[src/hw/rtl/ascii_command_frame_decoder_macros.svh]
// ----------------------------------------------------------------------------
// ASCII command frame decoder assertion macros
// Shared concurrent assertion forms used by the frame decoder.
// ----------------------------------------------------------------------------
`ifndef ASCII_COMMAND_FRAME_DECODER_MACROS_SVH
`define ASCII_COMMAND_FRAME_DECODER_MACROS_SVH

// Same-cycle implication, checked outside reset.
`define ACFD_ASSERT_IMPL(label, clk, rstn, ante, cons) \
    label: assert property (@(posedge clk) disable iff (!(rstn)) (ante) |-> (cons)) \
        else $error("acfd: same-cycle check failed");

// Next-cycle implication, checked outside reset.
`define ACFD_ASSERT_NEXT(label, clk, rstn, ante, cons) \
    label: assert property (@(posedge clk) disable iff (!(rstn)) (ante) |=> (cons)) \
        else $error("acfd: next-cycle check failed");

`endif

[src/hw/rtl/acfd_pkg.sv]
// ----------------------------------------------------------------------------
// ASCII command frame decoder package
// Shared characters, command codes, queue entry type and digit helper.
// ----------------------------------------------------------------------------
package acfd_pkg;

    localparam logic [7:0] CH_OPEN  = 8'h3C;
    localparam logic [7:0] CH_CLOSE = 8'h3E;
    localparam logic [7:0] CH_ZERO  = 8'h30;

    localparam int CODE_W = 16;

    localparam logic [CODE_W-1:0] SCALE_10   = 16'd10;
    localparam logic [CODE_W-1:0] SCALE_100  = 16'd100;
    localparam logic [CODE_W-1:0] SCALE_1000 = 16'd1000;

    localparam logic [CODE_W-1:0] CMD_MAIN_OFF = 16'd1;
    localparam logic [CODE_W-1:0] CMD_MAIN_ON  = 16'd2;
    localparam logic [CODE_W-1:0] CMD_STATUS   = 16'd4;

    localparam int CMD_DIGITS = 3;
    localparam int VAL_DIGITS = 4;
    // First slot of each digit field in the frame.
    localparam int CMD_FIRST_SLOT = 1;
    localparam int VAL_FIRST_SLOT = 5;

    localparam int QUEUE_DEPTH = 2;
    localparam int QPTR_W      = $clog2(QUEUE_DEPTH);
    localparam int QCNT_W      = $clog2(QUEUE_DEPTH + 1);

    // One classified byte on its way from the front end to the decoder.
    // For a closing byte the digit bytes are slot contents as they stand after it.
    typedef struct packed {
        logic                             close;
        logic [CMD_DIGITS-1:0][7:0]       cmd_bytes;
        logic [VAL_DIGITS-1:0][7:0]       val_bytes;
    } frame_entry_t;

    // Slot byte minus ASCII zero, wrapped to the 16-bit code width.
    function automatic logic [CODE_W-1:0] digit_value(input logic [7:0] b);
        digit_value = {8'h00, b} - {8'h00, CH_ZERO};
    endfunction

endpackage

[src/hw/rtl/ascii_command_frame_decoder.sv]
// ----------------------------------------------------------------------------
// ASCII command frame decoder
// Frames received bytes between '<' and '>' and decodes command and value.
// ----------------------------------------------------------------------------
// Every received byte produces exactly one result transaction carrying the
// main and status pin levels after that byte, a frame_done flag, and, when
// the byte was '>', the decoded 3-digit command (slots 1 to 3) and 4-digit
// value (slots 5 to 8), each digit taken as byte minus '0' and summed modulo
// 2^16. Command 1 clears the main pin, command 2 sets it, command 4 with a
// nonzero value clears the status pin and sets the main pin, and command 4
// with a zero value sets the status pin. Both pins come out of reset high.
// The block accepts one byte per clock while the queue has room. The accepting
// edge updates the slot store and writes the classified byte into a two-entry
// queue; the decoder loads the result register from the queue whenever that
// register is empty or being taken, so each result passes through a queue
// entry and then the result register. The queue separates the two sides, so
// up to two more bytes are accepted while a finished result waits to be taken;
// sustained throughput is one transaction per cycle while results are taken.
// ----------------------------------------------------------------------------
`include "ascii_command_frame_decoder_macros.svh"

module ascii_command_frame_decoder #(
    parameter int FRAME_SLOTS = 9
) (
    input  logic                        aclk,
    input  logic                        aresetn,
    input  logic                        s_valid,
    output logic                        s_ready,
    input  logic [7:0]                  s_rx_byte,
    output logic                        m_valid,
    input  logic                        m_ready,
    output logic                        m_main_pin,
    output logic                        m_status_pin,
    output logic                        m_frame_done,
    output logic [acfd_pkg::CODE_W-1:0] m_command_code,
    output logic [acfd_pkg::CODE_W-1:0] m_data_value
);

    // Classified bytes travel from the front end through the queue.
    logic                   push_valid, push_ready;
    acfd_pkg::frame_entry_t push_entry;
    logic                   pop_valid, pop_ready;
    acfd_pkg::frame_entry_t pop_entry;

    // The front end owns the frame state and the slot store.
    acfd_front #(
        .FRAME_SLOTS(FRAME_SLOTS)
    ) u_front (
        .aclk      (aclk),
        .aresetn   (aresetn),
        .s_valid   (s_valid),
        .s_ready   (s_ready),
        .s_rx_byte (s_rx_byte),
        .push_valid(push_valid),
        .push_ready(push_ready),
        .push_entry(push_entry)
    );

    acfd_queue u_queue (
        .aclk      (aclk),
        .aresetn   (aresetn),
        .push_valid(push_valid),
        .push_ready(push_ready),
        .push_entry(push_entry),
        .pop_valid (pop_valid),
        .pop_ready (pop_ready),
        .pop_entry (pop_entry)
    );

    // The back end owns the pin levels and the result register.
    acfd_back u_back (
        .aclk          (aclk),
        .aresetn       (aresetn),
        .pop_valid     (pop_valid),
        .pop_ready     (pop_ready),
        .pop_entry     (pop_entry),
        .m_valid       (m_valid),
        .m_ready       (m_ready),
        .m_main_pin    (m_main_pin),
        .m_status_pin  (m_status_pin),
        .m_frame_done  (m_frame_done),
        .m_command_code(m_command_code),
        .m_data_value  (m_data_value)
    );

    // Results without a closed frame carry zero codes.
    `ACFD_ASSERT_IMPL(a_idle_codes_zero, aclk, aresetn,
        m_valid && !m_frame_done, (m_command_code == '0) && (m_data_value == '0))

    // A decoded main-off command leaves the main pin low.
    `ACFD_ASSERT_IMPL(a_cmd_main_off, aclk, aresetn,
        m_valid && m_frame_done && (m_command_code == acfd_pkg::CMD_MAIN_OFF),
        !m_main_pin)

    // A status command with a nonzero value clears status and raises main.
    `ACFD_ASSERT_IMPL(a_cmd_status_set, aclk, aresetn,
        m_valid && m_frame_done && (m_command_code == acfd_pkg::CMD_STATUS)
            && (m_data_value != '0),
        !m_status_pin && m_main_pin)

    // The queue hands an entry to the decoder whenever the result slot frees.
    `ACFD_ASSERT_NEXT(a_queue_drains, aclk, aresetn, pop_valid && !m_valid, m_valid)

endmodule

[src/hw/rtl/acfd_front.sv]
// ----------------------------------------------------------------------------
// ASCII command frame decoder front end
// Accepts bytes, tracks the open frame and its slot store, and forwards one
// classified entry per byte to the queue.
// ----------------------------------------------------------------------------
module acfd_front #(
    parameter int FRAME_SLOTS = 9
) (
    input  logic                  aclk,
    input  logic                  aresetn,
    input  logic                  s_valid,
    output logic                  s_ready,
    input  logic [7:0]            s_rx_byte,
    output logic                  push_valid,
    input  logic                  push_ready,
    output acfd_pkg::frame_entry_t push_entry
);

    localparam int IDX_W = $clog2(FRAME_SLOTS);

    logic             frame_open_reg, frame_open_next;
    logic [IDX_W-1:0] write_index_reg, write_index_next;
    logic [7:0]       frame_store_reg [FRAME_SLOTS];

    logic             accept;
    logic             is_open, is_close;
    logic             store_en;
    logic [IDX_W-1:0] store_idx;
    logic [IDX_W-1:0] step_idx;

    assign accept     = s_valid && push_ready;
    assign s_ready    = push_ready;
    assign push_valid = s_valid;

    assign is_open  = (s_rx_byte == acfd_pkg::CH_OPEN);
    assign is_close = (s_rx_byte == acfd_pkg::CH_CLOSE);

    // An opening byte restarts the frame at slot zero and is stored there.
    assign store_idx = is_open ? '0 : write_index_reg;
    assign store_en  = is_open || is_close || frame_open_reg;
    assign step_idx  = (store_idx == IDX_W'(FRAME_SLOTS - 1)) ? '0 : store_idx + 1'b1;

    always_comb begin
        frame_open_next  = frame_open_reg;
        write_index_next = write_index_reg;
        if (is_open) begin
            frame_open_next  = 1'b1;
            write_index_next = step_idx;
        end else if (is_close) begin
            frame_open_next  = 1'b0;
            write_index_next = '0;
        end else if (frame_open_reg) begin
            write_index_next = step_idx;
        end
    end

    // The decode sees the store after the closing byte has been written.
    always_comb begin
        push_entry.close = is_close;
        for (int k = 0; k < acfd_pkg::CMD_DIGITS; k++) begin
            push_entry.cmd_bytes[k] =
                (write_index_reg == IDX_W'(acfd_pkg::CMD_FIRST_SLOT + k))
                ? acfd_pkg::CH_CLOSE : frame_store_reg[acfd_pkg::CMD_FIRST_SLOT + k];
        end
        for (int k = 0; k < acfd_pkg::VAL_DIGITS; k++) begin
            push_entry.val_bytes[k] =
                (write_index_reg == IDX_W'(acfd_pkg::VAL_FIRST_SLOT + k))
                ? acfd_pkg::CH_CLOSE : frame_store_reg[acfd_pkg::VAL_FIRST_SLOT + k];
        end
    end

    always_ff @(posedge aclk) begin
        if (!aresetn) begin
            frame_open_reg  <= 1'b0;
            write_index_reg <= '0;
            for (int i = 0; i < FRAME_SLOTS; i++) begin
                frame_store_reg[i] <= '0;
            end
        end else if (accept) begin
            frame_open_reg  <= frame_open_next;
            write_index_reg <= write_index_next;
            for (int i = 0; i < FRAME_SLOTS; i++) begin
                if (store_en && (store_idx == IDX_W'(i))) begin
                    frame_store_reg[i] <= s_rx_byte;
                end
            end
        end
    end

endmodule

[src/hw/rtl/acfd_queue.sv]
// ----------------------------------------------------------------------------
// ASCII command frame decoder queue
// Two-entry queue that decouples the front end from the decoder.
// ----------------------------------------------------------------------------
module acfd_queue (
    input  logic                   aclk,
    input  logic                   aresetn,
    input  logic                   push_valid,
    output logic                   push_ready,
    input  acfd_pkg::frame_entry_t push_entry,
    output logic                   pop_valid,
    input  logic                   pop_ready,
    output acfd_pkg::frame_entry_t pop_entry
);

    acfd_pkg::frame_entry_t           entry_reg [acfd_pkg::QUEUE_DEPTH];
    logic [acfd_pkg::QPTR_W-1:0]      wr_ptr_reg, wr_ptr_next;
    logic [acfd_pkg::QPTR_W-1:0]      rd_ptr_reg, rd_ptr_next;
    logic [acfd_pkg::QCNT_W-1:0]      count_reg, count_next;
    logic                             do_push, do_pop;

    assign push_ready = (count_reg != acfd_pkg::QCNT_W'(acfd_pkg::QUEUE_DEPTH));
    assign pop_valid  = (count_reg != '0);
    assign pop_entry  = entry_reg[rd_ptr_reg];

    assign do_push = push_valid && push_ready;
    assign do_pop  = pop_valid && pop_ready;

    always_comb begin
        wr_ptr_next = wr_ptr_reg;
        rd_ptr_next = rd_ptr_reg;
        count_next  = count_reg;
        if (do_push) begin
            wr_ptr_next = (wr_ptr_reg == acfd_pkg::QPTR_W'(acfd_pkg::QUEUE_DEPTH - 1))
                          ? '0 : wr_ptr_reg + 1'b1;
        end
        if (do_pop) begin
            rd_ptr_next = (rd_ptr_reg == acfd_pkg::QPTR_W'(acfd_pkg::QUEUE_DEPTH - 1))
                          ? '0 : rd_ptr_reg + 1'b1;
        end
        if (do_push && !do_pop) begin
            count_next = count_reg + 1'b1;
        end else if (do_pop && !do_push) begin
            count_next = count_reg - 1'b1;
        end
    end

    always_ff @(posedge aclk) begin
        if (!aresetn) begin
            wr_ptr_reg <= '0;
            rd_ptr_reg <= '0;
            count_reg  <= '0;
        end else begin
            wr_ptr_reg <= wr_ptr_next;
            rd_ptr_reg <= rd_ptr_next;
            count_reg  <= count_next;
        end
    end

    always_ff @(posedge aclk) begin
        if (do_push) begin
            entry_reg[wr_ptr_reg] <= push_entry;
        end
    end

endmodule

[src/hw/rtl/acfd_back.sv]
// ----------------------------------------------------------------------------
// ASCII command frame decoder back end
// Decodes closed frames, drives the pin levels and holds the result register.
// ----------------------------------------------------------------------------
module acfd_back (
    input  logic                          aclk,
    input  logic                          aresetn,
    input  logic                          pop_valid,
    output logic                          pop_ready,
    input  acfd_pkg::frame_entry_t        pop_entry,
    output logic                          m_valid,
    input  logic                          m_ready,
    output logic                          m_main_pin,
    output logic                          m_status_pin,
    output logic                          m_frame_done,
    output logic [acfd_pkg::CODE_W-1:0]   m_command_code,
    output logic [acfd_pkg::CODE_W-1:0]   m_data_value
);

    logic                        m_valid_reg;
    logic                        main_level_reg, main_level_next;
    logic                        status_level_reg, status_level_next;
    logic                        done_reg;
    logic [acfd_pkg::CODE_W-1:0] cmd_reg, cmd_next;
    logic [acfd_pkg::CODE_W-1:0] val_reg, val_next;
    logic                        do_pop;

    assign pop_ready = !m_valid_reg || m_ready;
    assign do_pop    = pop_valid && pop_ready;

    // Most significant digit sits in the lowest slot of each field.
    always_comb begin
        cmd_next = acfd_pkg::digit_value(pop_entry.cmd_bytes[2])
                 + acfd_pkg::digit_value(pop_entry.cmd_bytes[1]) * acfd_pkg::SCALE_10
                 + acfd_pkg::digit_value(pop_entry.cmd_bytes[0]) * acfd_pkg::SCALE_100;
        val_next = acfd_pkg::digit_value(pop_entry.val_bytes[3])
                 + acfd_pkg::digit_value(pop_entry.val_bytes[2]) * acfd_pkg::SCALE_10
                 + acfd_pkg::digit_value(pop_entry.val_bytes[1]) * acfd_pkg::SCALE_100
                 + acfd_pkg::digit_value(pop_entry.val_bytes[0]) * acfd_pkg::SCALE_1000;
        if (!pop_entry.close) begin
            cmd_next = '0;
            val_next = '0;
        end
    end

    always_comb begin
        main_level_next   = main_level_reg;
        status_level_next = status_level_reg;
        if (pop_entry.close) begin
            if (cmd_next == acfd_pkg::CMD_MAIN_OFF) begin
                main_level_next = 1'b0;
            end else if (cmd_next == acfd_pkg::CMD_MAIN_ON) begin
                main_level_next = 1'b1;
            end else if (cmd_next == acfd_pkg::CMD_STATUS) begin
                if (val_next != '0) begin
                    status_level_next = 1'b0;
                    main_level_next   = 1'b1;
                end else begin
                    status_level_next = 1'b1;
                end
            end
        end
    end

    // The pin levels change only when a result is loaded, so they double as
    // the held pin fields of the result register.
    always_ff @(posedge aclk) begin
        if (!aresetn) begin
            m_valid_reg      <= 1'b0;
            main_level_reg   <= 1'b1;
            status_level_reg <= 1'b1;
        end else if (do_pop) begin
            m_valid_reg      <= 1'b1;
            main_level_reg   <= main_level_next;
            status_level_reg <= status_level_next;
        end else if (m_ready) begin
            m_valid_reg      <= 1'b0;
        end
    end

    always_ff @(posedge aclk) begin
        if (do_pop) begin
            done_reg <= pop_entry.close;
            cmd_reg  <= cmd_next;
            val_reg  <= val_next;
        end
    end

    assign m_valid        = m_valid_reg;
    assign m_main_pin     = main_level_reg;
    assign m_status_pin   = status_level_reg;
    assign m_frame_done   = done_reg;
    assign m_command_code = cmd_reg;
    assign m_data_value   = val_reg;

endmodule

[config.mk]
export PLATFORM = sky130hd
export DESIGN_NAME = ascii_command_frame_decoder
export DESIGN_NICKNAME = d
export VERILOG_FILES = /design/src/hw/rtl/acfd_pkg.sv /design/src/hw/rtl/ascii_command_frame_decoder.sv /design/src/hw/rtl/acfd_front.sv /design/src/hw/rtl/acfd_queue.sv /design/src/hw/rtl/acfd_back.sv
export VERILOG_INCLUDE_DIRS = /design/src /design/src/hw/rtl
export SDC_FILE = /design/constraint.sdc
export NUM_CORES = 1
export LEC_CHECK = 0
export BUFFER_PORTS_ARGS = -buffer_cell sky130_fd_sc_hd__buf_2
export CORE_UTILIZATION = 55
export DETAILED_ROUTE_END_ITERATION = 12
export PLACE_DENSITY = 0.84
export REMOVE_ABC_BUFFERS = 1
export SYNTH_ARGS = -nofsm -noshare
export SYNTH_HDL_FRONTEND = slang
export SYNTH_HIERARCHICAL = 1
export SYNTH_SLANG_ARGS = --single-unit
export TNS_END_PERCENT = 10
[constraint.sdc]
create_clock -name aclk -period 6.7 [get_ports aclk]
set_input_delay 0.67 -clock aclk [delete_from_list [all_inputs] [get_ports aclk]]
set_output_delay 0.67 -clock aclk [all_outputs]
set_load 0.01 [all_outputs]
Word-level counts from Yosys, hierarchy flattened
Memories as Yosys holds them, arrays and structs flattened. A register that Yosys moved wholly into a read port is not among the register bits.
Cells that the tools add are included.
Word-level totals
  memories kept: 2
  bits in writable memories: 186
  register bits after elaboration: 45
  word-level logic and storage cells: 176
Memory list
  u_queue.entry_reg: depth 2, width 57, read ports 1, clocked after Yosys merged registers in 1, write ports 1, line acfd_queue.sv:16  | acfd_pkg::frame_entry_t entry_reg [acfd_pkg::QUEUE_DEPTH];
  u_front.frame_store_reg: depth 9, width 8, read ports 7, clocked after Yosys merged registers in 0, write ports 9, line acfd_front.sv:23  | logic [7:0] frame_store_reg [FRAME_SLOTS];
Operators by class
  reductions and logical operators: 32
  add/sub/neg operators: 17
  mux-type cells: 77
  multiply operators: 5
  bitwise gates (word level): 11
  equal/unequal tests: 21
Operators by type and width (number)
  $mux 8: 16
  $add 16x16->16: 5
  $sub 8x6->9 const B: 7
  $mux 1: 52
  $mul 16x3->15 const B: 2
  $mul 16x5->14 const B: 2
  $mux 16: 2
  $eq 4x3->1 const B: 7
  $mux 4: 5
  $eq 16x1->1 const B: 1
  $eq 16x2->1 const B: 1
  $eq 16x3->1 const B: 1
  $eq 4x2->1 const B: 4
  $eq 8x6->1 const B: 2
  $mul 16x7->13 const B: 1
  $reduce_bool 16->1: 1
  $logic_and 1x1->1: 13
  $or 1x1->1: 9
  $reduce_bool 3->1: 3
  $eq 4x1->1 const B: 2
  $eq 4x4->1 const B: 2
  $reduce_bool 2->1: 4
  $reduce_and 5->1: 1
  $add 4x1->4 const B: 1
  other kinds (11): 19

Depth between registers and ports, before layout
  word-level depth: 11
  mapped depth: 30

By module
The synthesis kept the hierarchy.
By module, submodules not included
  acfd_back: instances 1, cells an instance 830, area an instance 7798.7 um^2, seq. area each 1051.0 um^2
  acfd_queue: instances 1, cells an instance 201, area an instance 4359.2 um^2, seq. area each 3523.4 um^2
  acfd_front: instances 1, cells an instance 227, area an instance 2837.7 um^2, seq. area each 1781.7 um^2

Least setup slack after synthesis
OpenSTA, ideal clock, no wires.
  kind: flip-flop to flip-flop
  start: reg (tool-made name)
  end: reg u_back.main_level_reg, in the netlist u_back/m_main_pin
  path buffers: 1
  data arrival time: 7016 ps
  path slack: -409 ps
  cell stages (with the launch flop): 28
  setup time: 92 ps
  cells stage by stage: dfxtp_1 buf_2 mux2_2 ha_1 xor2_1 inv_1 ha_1 fa_1 fa_1 inv_1 fa_1 inv_1 ha_1 a21o_1 a21o_1 a21oi_1 xor2_1 fa_1 inv_1 fa_1 ha_1 a21oi_1 o21ai_0 xor2_1 xnor2_1 xnor2_1 o21ba_2 o32ai_1
RTL lines
  end signal: assignment: line acfd_back.sv:74  | main_level_reg <= main_level_next;
  end: declaration: line acfd_back.sv:21  | logic main_level_reg, main_level_next;

==> metrics.md <==
| Metric | Value |
|---|---|
| Status | complete, but fails checks |
| Failing checks | negative setup slack |
| Core area | 26900 µm² |
| Area grow syn2layout | 17.2% |
| Total grt overflow | 0 |
| Slew Limit Headroom | approximately a fifth |
| Drt first pass iters | 5 |
| Final Skew | roughly 0.016 ns |
| Antenna violations before repair | 0 |
| Synth cell types | 80 |
| Footprint of the multi-input gates | around 8200 µm² |
| Nets | ~1700 |
| RSZ-0062 raised after global routing | true |
| Syn Inst Count | between 1000 and 1500 |
| Seq cells post-synth | between 200 and 250 |
| H-tree lvl count | 1 |
| Ranking of synthesized cells by area | edfxtp_1, ha_1, fa_1 |
| Pre-CTS setup slack | -0.501 ns |
| Min-delay src | s_rx_byte[1] |
| Vias in the first global route | 10500 |
| Initial DRC count | between 700 and 800 |
| CTS sink count | ~220 |
| Setup crit start kind | flop |
| Maximum fanout along the worst path | 8 |
| FF+latch area | roughly 6400 µm² |
| Port Buffer Count | 48 |
| Seq/Total Area, Yosys | 42.4% |
| Final critical-path share of the clock period | 104% |
| Most frequent cells in the layout | edfxtp_1, inv_1, ha_1, buf_4, fa_1 |
| Die extent in x | 167 µm |
| FP Rows | 60 |
| Synthesized cell area | 15000 µm² |
| Filler cell count in the final layout | around 1800 |
| Max-cap violations | 0 |
| FFs w/ async S/R, synth | 0% |
| FMAX | roughly 0.14 GHz |
| Cell count after placement | between 1500 and 2000 |
| Slew Limit Fails | 0 |
| Synth area leader | edfxtp_1 |
| Final min period | 6.95 ns |
| Vias per cell | between 5 and 6 |
| Ys Warns | 6 |
| Setup CP Type | flop to flop |
| Worst setup EP type | flop |
| Wirelength per Cell | roughly 18 µm |
| Post-synth top flop | edfxtp_1 |
| # diodes | 0 |
| WP data arrival | 7.35 ns |
| Hold Path Class | primary input to flop |
| DRC viols | 0 |
| Setup ws final | -0.254 ns |
| Root Driver | clkbuf_16 |
| CP max stage delay | just over 0.5 ns |
| DR vias | approximately 10000 |
| Count of final setup violators | 3 |
| Non-filler cells, final | 1776 |
| Hold Fails Final Rpt | 0 |
| Die height | 167 µm |
| Slew at the pin with the worst max-slew slack | between 1 and 1.5 ns |
| RD Place Congestion | approximately 0.87 |
| Num CTS Buffers | 24 |
| Post-CTS Hold Buffers | 0 |
| Share of cells above drive strength 1 | roughly a quarter |
| Clock-pin slew on the worst setup and hold paths | approximately 0.060 ns |
| Critical path's slowest cell | fa_1 |
| Area share of the largest cell type after synthesis | 40.7% |
| CTS tree | built |
| Most common cell after layout, fill and taps aside | edfxtp_1 |
| CTS max path bufs | 3 |
| Routed Antenna Nets | 0 |
| First-pass GRT wire length | slightly above 50 mm |
| I/O pin count | between 40 and 50 |
| Synthesized area per cell | ~12 µm² |
| Detail Placement HPWL | ~22 mm |
| Total Wirelength | 32.4 mm |
| Max reg flops | approximately 110 |
| Post-synth EDFFs | between 200 and 250 |
| Total global-route track usage | between 20% and 30% |
| Die ar. | approximately 28000 µm² |
| Clk_lat worst skew | ~0.53 ns |
| CP required | approximately 7 ns |
| Pin count of the biggest net entering global routing | just under 60 |
| Starting Density | a little under three fifths |
-- critical path: cells and delay by family (launching register included) --
family,cells,cell delay [ns]
buffers and inverters,5,0.53
adders and majority gates,8,3.09
and+or+nand+nor,2,0.27
AOI/OAI and AO/OA,9,1.49
DFF,1,0.42
xor gates and xnor gates,4,0.66
muxes,1,0.34
-- routing by layer --
layer | vias to the layer above | part of all wire (%) | wire [µm] | global-route usage [%]
met5 | - | 0 | 0 | 0
met4 | 0 | 4.1 | 1330 | 10.4
met3 | 90 | 5.2 | 1690 | 3.92
met2 | 367 | 49 | 15800 | 41.1
met1 | 4893 | 42 | 13500 | 29.0
li1 | 4735 | - | - | -
-- cells in the mapped netlist, types with 11 or more instances --
| cell type | instances |
|---|---|
| o211ai_1 | 12 |
| fa_1 | 81 |
| nor3_1 | 17 |
| xor2_1 | 37 |
| nor2b_1 | 24 |
| dfxtp_1 | 13 |
| o21ai_0 | 38 |
| ha_1 | 148 |
| a21oi_1 | 40 |
| and2_1 | 26 |
| inv_1 | 179 |
| nand2_1 | 36 |
| mux2_2 | 57 |
| nand2b_1 | 27 |
| mux2i_1 | 11 |
| edfxtp_1 | 203 |
| or2_2 | 33 |
| or3_1 | 16 |
| nor2_1 | 36 |
| a21o_1 | 23 |
| xnor2_1 | 47 |
| nand3_1 | 20 |
-- repair_timing --
action | CTS | global route
setup endpoints to repair | 3 | 4
pin swaps | 40 | 4
resized for setup | 57 | 7
cloned | 2 | 0
buffers inserted | 10 | 1
-- cells by family (layout without fill, tap and decap cells) --
logic type	count (synthesis)	count (layout)	synth area share (%)
simple gates	267	267	10.4
fa+ha+maj	229	229	23.2
flops	216	216	42.4
buf+inv	203	380	5.38
compound gates	191	191	8.79
xor+xnor	84	84	4.91
mux	68	68	5.01
-- final cells by class --
class / instances / share of cell area, %
clock inverter: 16 / 1.27
tap: 341 / 2.43
clock buffer: 28 / 3.50
inverter: 181 / 3.86
sequential: 216 / 36.2
timing repair buffer: 155 / 6.32
multi-input combinational: 839 / 46.4
-- stage by stage --
step | area [µm²] | hold slack, ns | utilization [%] | TNS [ns]
6_report | 17600 | 0.427 | 65.4 | -0.571
5_1_grt | 17600 | 0.404 | 65.4 | -1.32
4_1_cts | 17500 | 0.402 | 65.2 | -0.0873
3_5_place_dp | 16200 | 0.479 | 60.4 | -1.13
3_3_place_gp | 16200 | 0.474 | 60.4 | -0.656
2_1_floorplan | 14900 | 0.493 | - | -6.75
-- final timing paths --
path                                         end  slack (ns)  depth (start not counted)
min reg2reg   u_queue/entry_reg[1][34]$_DFFE_PP_        0.51                          1
min          u_front/frame_open_reg$_SDFFE_PN0P_        0.43                          2
max               u_back/m_main_pin$_SDFFE_PN1P_       -0.25                         29
max reg2reg       u_back/m_main_pin$_SDFFE_PN1P_       -0.25                         29
Power is left out: the tool's default activity adds up to more than one toggle a clock period on the data nets, which glitch-free logic cannot reach.
